## config.mk

```make
export PLATFORM = sky130hd
export DESIGN_NAME = gdad_sub
export DESIGN_NICKNAME = d
export VERILOG_FILES = /design/src/hw/rtl/gdad_pkg.sv /design/src/hw/rtl/gdad_sub.sv
export SDC_FILE = /design/constraint.sdc
export NUM_CORES = 1
export LEC_CHECK = 0
export BUFFER_PORTS_ARGS = -buffer_cell sky130_fd_sc_hd__buf_2
export CAP_MARGIN = 40
export CORE_MARGIN = 10
export CORE_UTILIZATION = 46
export DETAILED_ROUTE_END_ITERATION = 7
export PLACE_DENSITY = 0.86
export SYNTH_ARGS = -nofsm -noshare
export SYNTH_HDL_FRONTEND = slang
export SYNTH_SLANG_ARGS = --single-unit
```

## constraint.sdc

```tcl
create_clock -name vclk -period 4.4
set_input_delay 0.88 -clock vclk [all_inputs]
set_output_delay 0.88 -clock vclk [all_outputs]
set_load 0.005 [all_outputs]
```

## src/hw/rtl/gdad_pkg.sv

```systemverilog
`default_nettype none
package gdad_pkg;

  // Calendar limits and lengths.
  localparam logic [13:0] MAX_YEAR  = 14'd9999;
  localparam logic [3:0]  LAST_MONTH = 4'd12;
  localparam logic [4:0]  LAST_DAY  = 5'd31;
  localparam logic [8:0]  LEAP_YEAR_LEN = 9'd366;
  localparam logic [8:0]  YEAR_LEN  = 9'd365;
  localparam logic [4:0]  LEAP_FEB_LEN = 5'd29;

  // Division by 100 as a multiply by 2^19/100, exact for years up to 9999.
  localparam logic [12:0] RECIP_100   = 13'd5243;
  localparam int          RECIP_SHIFT = 19;
  localparam logic [6:0]  LAST_YEAR_IN_CENT = 7'd99;

  // Widths of the working registers.
  localparam int ORD_W  = 17;
  localparam int CENT_W = 7;

  typedef enum logic [2:0] {
    ST_IDLE,
    ST_DIV,
    ST_REM,
    ST_ORD,
    ST_YEAR,
    ST_MON,
    ST_DONE
  } state_t;

  // Commands from the sequencer to the datapath.
  typedef struct packed {
    logic load;
    logic div;
    logic rem;
    logic ord;
    logic year_step;
    logic mon_init;
    logic mon_step;
    logic set_sat;
    logic use_year;
    logic out_valid;
    logic in_ready;
  } ctl_t;

  // Flags from the datapath to the sequencer.
  typedef struct packed {
    logic in_fire;
    logic out_fire;
    logic in_over;
    logic gt;
    logic year_max;
    logic month_last;
  } stat_t;

  // Length of a month, February taking the leap flag into account.
  function automatic logic [4:0] month_days(input logic leap, input logic [3:0] month);
    logic [4:0] len;
    begin
      case (month) inside
        4'd4, 4'd6, 4'd9, 4'd11: len = 5'd30;
        4'd2:                    len = leap ? LEAP_FEB_LEN : 5'd28;
        default:                 len = 5'd31;
      endcase
      return len;
    end
  endfunction

  // Days in the months before the given one, common year.
  function automatic logic [8:0] days_before(input logic [3:0] month);
    logic [8:0] d;
    begin
      case (month)
        4'd1:    d = 9'd0;
        4'd2:    d = 9'd31;
        4'd3:    d = 9'd59;
        4'd4:    d = 9'd90;
        4'd5:    d = 9'd120;
        4'd6:    d = 9'd151;
        4'd7:    d = 9'd181;
        4'd8:    d = 9'd212;
        4'd9:    d = 9'd243;
        4'd10:   d = 9'd273;
        4'd11:   d = 9'd304;
        default: d = 9'd334;
      endcase
      return d;
    end
  endfunction

endpackage
`default_nettype wire

```

## src/hw/rtl/gdad_sub.sv

```systemverilog
`default_nettype none
module gdad_sub
  import gdad_pkg::*;
(
  input  wire logic [ORD_W-1:0] a,
  input  wire logic [8:0]       b,
  output logic [ORD_W-1:0]      diff,
  output logic                  gt
);

  logic [ORD_W:0] full;

  // One subtractor serves both the year and the month walk; the borrow
  // and a zero test give the strict comparison.
  assign full = {1'b0, a} - {{(ORD_W-8){1'b0}}, b};
  assign diff = full[ORD_W-1:0];
  assign gt   = !full[ORD_W] && (full[ORD_W-1:0] != '0);

endmodule
`default_nettype wire

```

==> metrics <==
Mapped Area between 600 and 700 µm²; Max Clk Rate 0.2389 GHz; first-pass GRT wire length 3608 µm; Setup WS post-layout 213.5 ps; post-synthesis sequential area ratio 0%; Routed WL ~2100 µm; DP Worst Slack 221.6 ps; WP data arrival 3310 ps; via-per-instance ratio 5.594; Finished Layout Cells ~160; Setup violations, final 0; critical path class in2out; net count after synthesis 133; Final Cell Area 925.9 µm²; vias in the first global route 833; Pwr Density around 140 nW/µm²; syn avg cell area about 7.1 µm²; HP Class in2out; GRT Util Overall 11.77%; die width 58.75 µm; CP max FO 3; CP Launch Type input pin; most common cell after layout, fill and taps aside buf_2; setup tns final 0 ps; core footprint 1350 µm²; met2 GRT Util 20.42%; Critical Path Sink Type output pin; ANT cells 0; clk_buf instances 0; Final Hold Fails 0; Avg WL per Cell around 14 µm; Reg area 0 µm²; FFs & Latches 0; leakage power 0.4931 nW; Resize count post-CTS 0; number of remaining DRC errors 0; # nets final 178; Hold-fix buffers, CTS 0; placed insts approximately 160; num rows 13; antenna violations before repair 0; Max-Cap Viols 0; largest net degree at the start of global routing 9; Post-CTS Setup Inserts 0; outcome completed; post-place instance area 925.9 µm²; post-synthesis cell type count 37; Cells after Synth 97; Tmin final between 4000 and 5000 ps; Vias 867; I/O pins 44; post-layout util 68.58%; Die Footprint 3452 µm²; GRT busiest layer met2; YS warnings 0; gpl congestion 0.8449; post-DP HPWL 1912 µm; DRT antenna net count 0; Max IR drop VDD 0.00005915 V; met1 Track Usage GR 15.05%; grt met3 use 2.790%; Area Growth Syn to Fin 34.06%; total gr overflow 0; post-route clock period utilization a little over nine tenths; CP required 3520 ps; Initial Util 51.16%; Die Ht 58.75 µm; first-iteration detailed-routing DRC count 18; Slew @ Worst Pin roughly 450 ps; first drt pass iteration count 4; most frequent cells in the layout buf_2 (44), inv_1 (14), ha_1 (9), xnor2_1 (8); max-slew violation count 0; Rel. slew slack 69.99%; PortBufs 44; layout cell share with drive strength beyond 1 37.14%; RSZ-0062 raised after global routing no
## kinds of logic (layout without fill, tap and decap cells)
logic type | after synthesis | count (layout) | share of synthesized area, %
buffers and inverters | 15 | 58 | 8.152
xor gates and xnor gates | 11 | 11 | 13.95
adders and majority gates | 10 | 10 | 19.20
and+or+nand+nor | 39 | 39 | 32.06
AOI/OAI and AO/OA | 22 | 22 | 26.63
## area by class of cell
type | instances | area [µm²]
Fill cell | 113 | 424.2
Multi-Input combinational cell | 82 | 634.4
Tap cell | 15 | 18.77
Inverter | 14 | 52.55
Timing Repair Buffer | 44 | 220.2
## worst paths after layout
kind | to | from | slack [ps] | cells past startpoint
setup / recovery | gt | a[0] | 210 | 12
hold / removal | diff[11] | a[11] | 2050 | 3
## cell usage after synthesis, types with 2 or more instances
cell	instances	area [µm²]
and2_1	2	12.51
xor2_1	3	26.28
nand2_1	5	18.77
a21oi_1	3	15.01
o31ai_2	2	25.02
a211oi_1	2	15.01
o21ai_0	3	15.01
nor4_1	3	18.77
and3_1	2	12.51
xnor2_1	8	70.07
nor2b_1	2	12.51
or4_1	2	15.01
inv_1	14	52.55
nor3_1	6	30.03
nand2b_1	3	18.77
or3_1	2	12.51
ha_1	9	112.6
nor2_1	6	22.52
nand4_1	2	12.51
## stage by stage
step                hold slack, ps  power (mW)
floorplan                     1815     0.07711
global placement              2045      0.1245
detailed placement            2051      0.1274
CTS                           2052      0.1279
global route                  2066      0.1426
finish                        2049      0.1272
## power by group
| group | internal [mW] | switching [mW] |
|---|---|---|
| Sequential | 0 | 0 |
| Clock | 0 | 0 |
| Combinational | 0.0608 | 0.0664 |
## routing by layer
layer,up-vias,routed length (µm),share of wire (%)
met3,0,193,9.0
met1,396,925,43
met5,-,0,0
met4,0,0,0
met2,31,1025,48
li1,440,-,-
## critical path: stages
cell,delay (ps)
buf_2,70
inv_1,30
ha_1,220
fa_1,440
nor2b_4,140
o2111a_2,220
nor3_1,70
o311ai_1,290
xnor2_1,120
or4_1,520
o21ba_1,180
buf_2,120
Note: power is estimated with default switching activity, not from simulation.
