--- src/hw/rtl/gdad_pkg.sv ---
`default_nettype none
package gdad_pkg;

  // Calendar limits and lengths.
  localparam logic [13:0] MAX_YEAR  = 14'd9999;
  localparam logic [3:0]  LAST_MONTH = 4'd12;
  localparam logic [4:0]  LAST_DAY  = 5'd31;
  localparam logic [8:0]  LEAP_YEAR_LEN = 9'd366;
  localparam logic [8:0]  YEAR_LEN  = 9'd365;
  localparam logic [4:0]  LEAP_FEB_LEN = 5'd29;

  // Division by 100 as a multiply by 2^19/100, exact for years up to 9999.
  localparam logic [12:0] RECIP_100   = 13'd5243;
  localparam int          RECIP_SHIFT = 19;
  localparam logic [6:0]  LAST_YEAR_IN_CENT = 7'd99;

  // Widths of the working registers.
  localparam int ORD_W  = 17;
  localparam int CENT_W = 7;

  typedef enum logic [2:0] {
    ST_IDLE,
    ST_DIV,
    ST_REM,
    ST_ORD,
    ST_YEAR,
    ST_MON,
    ST_DONE
  } state_t;

  // Commands from the sequencer to the datapath.
  typedef struct packed {
    logic load;
    logic div;
    logic rem;
    logic ord;
    logic year_step;
    logic mon_init;
    logic mon_step;
    logic set_sat;
    logic use_year;
    logic out_valid;
    logic in_ready;
  } ctl_t;

  // Flags from the datapath to the sequencer.
  typedef struct packed {
    logic in_fire;
    logic out_fire;
    logic in_over;
    logic gt;
    logic year_max;
    logic month_last;
  } stat_t;

  // Length of a month, February taking the leap flag into account.
  function automatic logic [4:0] month_days(input logic leap, input logic [3:0] month);
    logic [4:0] len;
    begin
      case (month) inside
        4'd4, 4'd6, 4'd9, 4'd11: len = 5'd30;
        4'd2:                    len = leap ? LEAP_FEB_LEN : 5'd28;
        default:                 len = 5'd31;
      endcase
      return len;
    end
  endfunction

  // Days in the months before the given one, common year.
  function automatic logic [8:0] days_before(input logic [3:0] month);
    logic [8:0] d;
    begin
      case (month)
        4'd1:    d = 9'd0;
        4'd2:    d = 9'd31;
        4'd3:    d = 9'd59;
        4'd4:    d = 9'd90;
        4'd5:    d = 9'd120;
        4'd6:    d = 9'd151;
        4'd7:    d = 9'd181;
        4'd8:    d = 9'd212;
        4'd9:    d = 9'd243;
        4'd10:   d = 9'd273;
        4'd11:   d = 9'd304;
        default: d = 9'd334;
      endcase
      return d;
    end
  endfunction

endpackage
`default_nettype wire

--- src/hw/rtl/gdad_seq.sv ---
`default_nettype none
module gdad_seq
  import gdad_pkg::*;
(
  input  wire logic  clk,
  input  wire logic  rst,
  input  wire stat_t st,
  output ctl_t       ctl
);

  state_t state, state_next;

  always_ff @(posedge clk) begin
    if (rst) begin
      state <= ST_IDLE;
    end else begin
      state <= state_next;
    end
  end

  // Next state and datapath commands.
  always_comb begin
    state_next = state;
    ctl        = '0;
    case (state)
      ST_IDLE: begin
        ctl.in_ready = 1'b1;
        if (st.in_fire) begin
          ctl.load   = 1'b1;
          state_next = st.in_over ? ST_DONE : ST_DIV;
        end
      end
      ST_DIV: begin
        ctl.div    = 1'b1;
        state_next = ST_REM;
      end
      ST_REM: begin
        ctl.rem    = 1'b1;
        state_next = ST_ORD;
      end
      ST_ORD: begin
        ctl.ord    = 1'b1;
        state_next = ST_YEAR;
      end
      ST_YEAR: begin
        ctl.use_year = 1'b1;
        if (st.gt) begin
          if (st.year_max) begin
            ctl.set_sat = 1'b1;
            state_next  = ST_DONE;
          end else begin
            ctl.year_step = 1'b1;
          end
        end else begin
          ctl.mon_init = 1'b1;
          state_next   = ST_MON;
        end
      end
      ST_MON: begin
        if (!st.month_last && st.gt) begin
          ctl.mon_step = 1'b1;
        end else begin
          state_next = ST_DONE;
        end
      end
      ST_DONE: begin
        ctl.out_valid = 1'b1;
        if (st.out_fire) begin
          state_next = ST_IDLE;
        end
      end
      default: begin
        state_next = ST_IDLE;
      end
    endcase
  end

endmodule
`default_nettype wire

--- config.mk ---
export PLATFORM = sky130hd
export DESIGN_NAME = gdad_seq
export DESIGN_NICKNAME = d
export VERILOG_FILES = /design/src/hw/rtl/gdad_pkg.sv /design/src/hw/rtl/gdad_seq.sv
export SDC_FILE = /design/constraint.sdc
export NUM_CORES = 1
export LEC_CHECK = 0
export ABC_AREA = 1
export BUFFER_PORTS_ARGS = -buffer_cell sky130_fd_sc_hd__buf_2
export CAP_MARGIN = 30
export CELL_PAD_IN_SITES_DETAIL_PLACEMENT = 1
export CELL_PAD_IN_SITES_GLOBAL_PLACEMENT = 1
export CORE_AREA = 2 2 40 42
export DETAILED_ROUTE_END_ITERATION = 8
export DIE_AREA = 0 0 42 44
export PLACE_DENSITY_LB_ADDON = 0.2
export SLEW_MARGIN = 20
export SYNTH_ARGS = -nofsm -noshare
export SYNTH_HDL_FRONTEND = slang
export SYNTH_SLANG_ARGS = --single-unit
--- constraint.sdc ---
create_clock -name clk -period 1.13 [get_ports clk]
set_input_delay 0.226 -clock clk [delete_from_list [all_inputs] [get_ports clk]]
set_output_delay 0.226 -clock clk [all_outputs]
set_load 0.01 [all_outputs]
==> run summary <==
TIMING
---------------------------------------------------------------------------------------
Fin worst setup slack ....................................................    -153.7 ps
Number of hold violations in the final report ............................            0
Setup repair after global routing missed its margin ......................          yes
Setup Viol. Count Final ..................................................           13
Max Clock Skew ...........................................................     1.214 ps
Post-route fraction of the period consumed by the critical path ..........       113.6%
Total count of max-transition violations in the final report .............            0
Slew at the pin closest to its max-slew limit ............................     162.7 ps
Tightest slew margin relative to the limit ...............................       89.12%
Worst hold slack .........................................................     184.4 ps
Highest Clock Rate .......................................................   0.7790 GHz
Minimum clock period after layout ........................................      1284 ps

POWER
---------------------------------------------------------------------------------------
Power, Total .............................................................      1590 uW
Pwr dens ................................................................. 2604 mW/mm^2
VDD IR max ...............................................................   0.001132 V
Total leakage power ...................................................... 0.0003647 uW

FLOORPLAN
---------------------------------------------------------------------------------------
Initial Utilization ......................................................       20.99%
Height of the die ........................................................        44 um
Site row count ...........................................................           14
Overall die width ........................................................        42 um
Io pins ..................................................................           19
Core region area ......................................................... 0.001419 mm^2
Overall die area ......................................................... 0.001848 mm^2

YOSYS
---------------------------------------------------------------------------------------
Synthesized instance count ...............................................           60
Sequential area share after synthesis ....................................       20.17%
Syn_area_per_cell ........................................................   4.963 um^2
Largest family of logic cells by synthesized area ........................ simple AND/OR/NAND/NOR gates
Number of synthesis warnings .............................................            0
Total standard cell area after synthesis .................................   297.8 um^2
Compound-Gate Fraction of Synth Area .....................................       7.983%
Adder-cell share of the synthesized area .................................           0%
Library cells used by synthesis ..........................................           11
Yosys reg bits ...........................................................            3
Multiplexer share of the synthesized area ................................           0%
Simple-gate portion of the synthesized area ..............................       49.16%
Syn_nets .................................................................           68
Xor and xnor area share after synthesis ..................................           0%

SETUP PATH
---------------------------------------------------------------------------------------
CP Max Fanout ............................................................            3
Sequence of cells on the critical path ................................... inv_4 -> nand2_2 -> nor2_2 -> nand2_1 -> inv_1 -> buf_2
Count of cells along the worst register-to-register path .................            6
Type of element launching the critical path ..............................         flop
Setup crit end kind ......................................................  output port
Category of the critical setup timing path ............................... flop to output port
Cell with the largest stage delay on the worst path ...................... sky130_fd_sc_hd__dfxtp_4
Required time of the critical path .......................................       900 ps
Reg2reg start ............................................................     state[0]
Setup slack, reg-to-reg ..................................................       -10 ps
Terminus of the critical flop-to-flop path ...............................     state[2]
Worst EP arrival .........................................................      1060 ps
Stage delay of the slowest cell on the critical path .....................       360 ps

GLOBAL ROUTING
---------------------------------------------------------------------------------------
Met1 Use GR ..............................................................       12.94%
Wire length of the first global-routing pass .............................      1814 um
Via count of the first global-routing pass ...............................          479
Met2 capacity usage during global routing ................................       26.88%
Layer with the highest usage .............................................         met2
Total global routing track utilization ...................................       13.02%
GRT met3 Usage ...........................................................       1.250%
Gr ovfl total ............................................................            0
Maximum number of pins on one net before global-route repair .............            8
Antenna violations before repair .........................................            0

CTS
---------------------------------------------------------------------------------------
Number of clock sinks ....................................................            3
Number of buffers inserted by hold repair at cts .........................            0
Total CTS buffers ........................................................            3
CTS clk-pin slew, worst paths ............................................        40 ps
TritonCTS clock tree .....................................................          yes
Clock tree buffer depth ..................................................            2
Buffer type at the clock tree root ....................................... sky130_fd_sc_hd__clkbuf_4
Skew-Pair Late Insertion Delay ...........................................       230 ps
# H-tree levels ..........................................................            1

MIN PATH
---------------------------------------------------------------------------------------
Beginning of the worst hold path .........................................          rst
Worst Hold End ...........................................................     state[2]
Hold WC Path Type ........................................................ input pin to flop
Number of cells traversed by the worst hold path .........................            2

PLACE
---------------------------------------------------------------------------------------
Routability congestion estimate from global placement ....................       0.7410
DP Area ..................................................................   415.4 um^2
Hpwl dp ..................................................................       765 um
Total of buffers placed on input and output ports ........................           18
Number of cells in the design after placement ............................           95

DRT
---------------------------------------------------------------------------------------
Antenna viol nets, final .................................................            0
Total wirelength of the detailed-routed design ...........................      1130 um
Final routed wire length divided by cell count ...........................     10.56 um
Number of detailed-routing iterations run before antenna repair ..........            2
Via count normalized by instance count ...................................        4.187
Via count of the routed design ...........................................          448
Detailed-route DRC error count ...........................................            0
Number of violations reported at the end of detailed-routing iteration 0 .            1

CELLS AND AREA
---------------------------------------------------------------------------------------
Final core area utilization ..............................................       43.03%
Number of nets in the finished design ....................................          100
Share of final-layout standard cells stronger than drive strength 1 ......       62.64%
Fillcell total ...........................................................          200
Area added between synthesis and finish ..................................       105.0%
Largest registers ........................................................    state (3)
Layout Cells excl Fill ...................................................          107
Commonest non-fill, non-tap cell in the layout ........................... sky130_fd_sc_hd__buf_2
Top library cells by usage in the layout, fill and taps aside ............ 13 x sky130_fd_sc_hd__buf_2, 10 x sky130_fd_sc_hd__inv_1, 10 x sky130_fd_sc_hd__nand2_1
# diodes .................................................................            0
Total non-filler cell area in the finished layout ........................   610.6 um^2
Flip-flop count of the largest register after layout .....................            3
Largest register by flop count ...........................................        state

STATUS
---------------------------------------------------------------------------------------
Violations in the final reports .......................................... negative setup slack
Status ................................................................... complete, but fails checks

JOB
---------------------------------------------------------------------------------------
Max-cap viol count .......................................................            0

==> worst max-delay path: cells and delay by family (launching register included) <==
kind	cells	cell delay, ps
flip-flops	1	360
buffers and inverters	3	240
AND/OR/NAND/NOR	3	220
==> what timing repair did <==
action | CTS | global route
setup endpoints to repair | 14 | 14
gates resized for setup | 25 | 13
cloned | 0 | 0
pin swaps | 7 | 7
setup buffers | 5 | 3
hold endpoints to repair | 0 | 0
==> synthesized netlist by cell type <==
library cell | count | area, um^2
sky130_fd_sc_hd__dfxtp_1 | 3 | 60.06
sky130_fd_sc_hd__nand3_1 | 6 | 30.03
sky130_fd_sc_hd__inv_1 | 17 | 63.81
sky130_fd_sc_hd__o21ai_0 | 1 | 5.000
sky130_fd_sc_hd__nor2_1 | 11 | 41.29
sky130_fd_sc_hd__nor2_2 | 2 | 12.51
sky130_fd_sc_hd__inv_2 | 1 | 3.750
sky130_fd_sc_hd__nand2_1 | 15 | 56.30
sky130_fd_sc_hd__a21oi_2 | 1 | 8.760
sky130_fd_sc_hd__nand2_2 | 1 | 6.260
sky130_fd_sc_hd__a21oi_1 | 2 | 10.01
==> area by class of cell <==
class | count | area, um^2 | area share (%)
inverters | 18 | 70.07 | 11.48
repair buffers | 27 | 192.7 | 31.56
well taps | 16 | 20.02 | 3.279
multi-input cells | 39 | 230.2 | 37.70
flip-flops and latches | 3 | 71.32 | 11.68
clock buffers | 4 | 26.28 | 4.303
==> worst max-delay path by stage <==
stage,from,to,slack (ps),cells past startpoint
finish,state[0],ctl[5],-150,6
global route,state[0],ctl[10],-220,4
detailed placement,state[1],state[2],-70,6
floorplan,state[1],state[2],20,7
CTS,state[1],ctl[5],-170,6
global placement,state[2],state[1],-70,7
==> power by group <==
| part | total (uW) | switching (uW) | internal (uW) |
|---|---|---|---|
| Clock | 191 | 58.8 | 133 |
| Sequential | 297 | 112 | 185 |
| Combinational | 1100 | 587 | 515 |
| Total | 1590 | 758 | 833 |
==> cell families after synthesis <==
family	count (synthesis)
simple gates	35
buf+inv	18
flops	3
compound gates	4
==> stage by stage <==
step	worst slack [ps]	setup TNS, ps
detailed placement	-67.62	-216.8
CTS	-173.1	-1401
finish	-153.7	-1267
global route	-220.6	-2099
floorplan	15.49	0
global placement	-68.65	-268.7
==> metal layers <==
| layer | part of all wire, % | wire length [um] |
|---|---|---|
| met1 | 38 | 427 |
| met2 | 58 | 654 |
| met3 | 4.2 | 47 |
| met4 | 0 | 0 |
| met5 | 0 | 0 |
No activity file was read; power rests on OpenSTA's default activity.
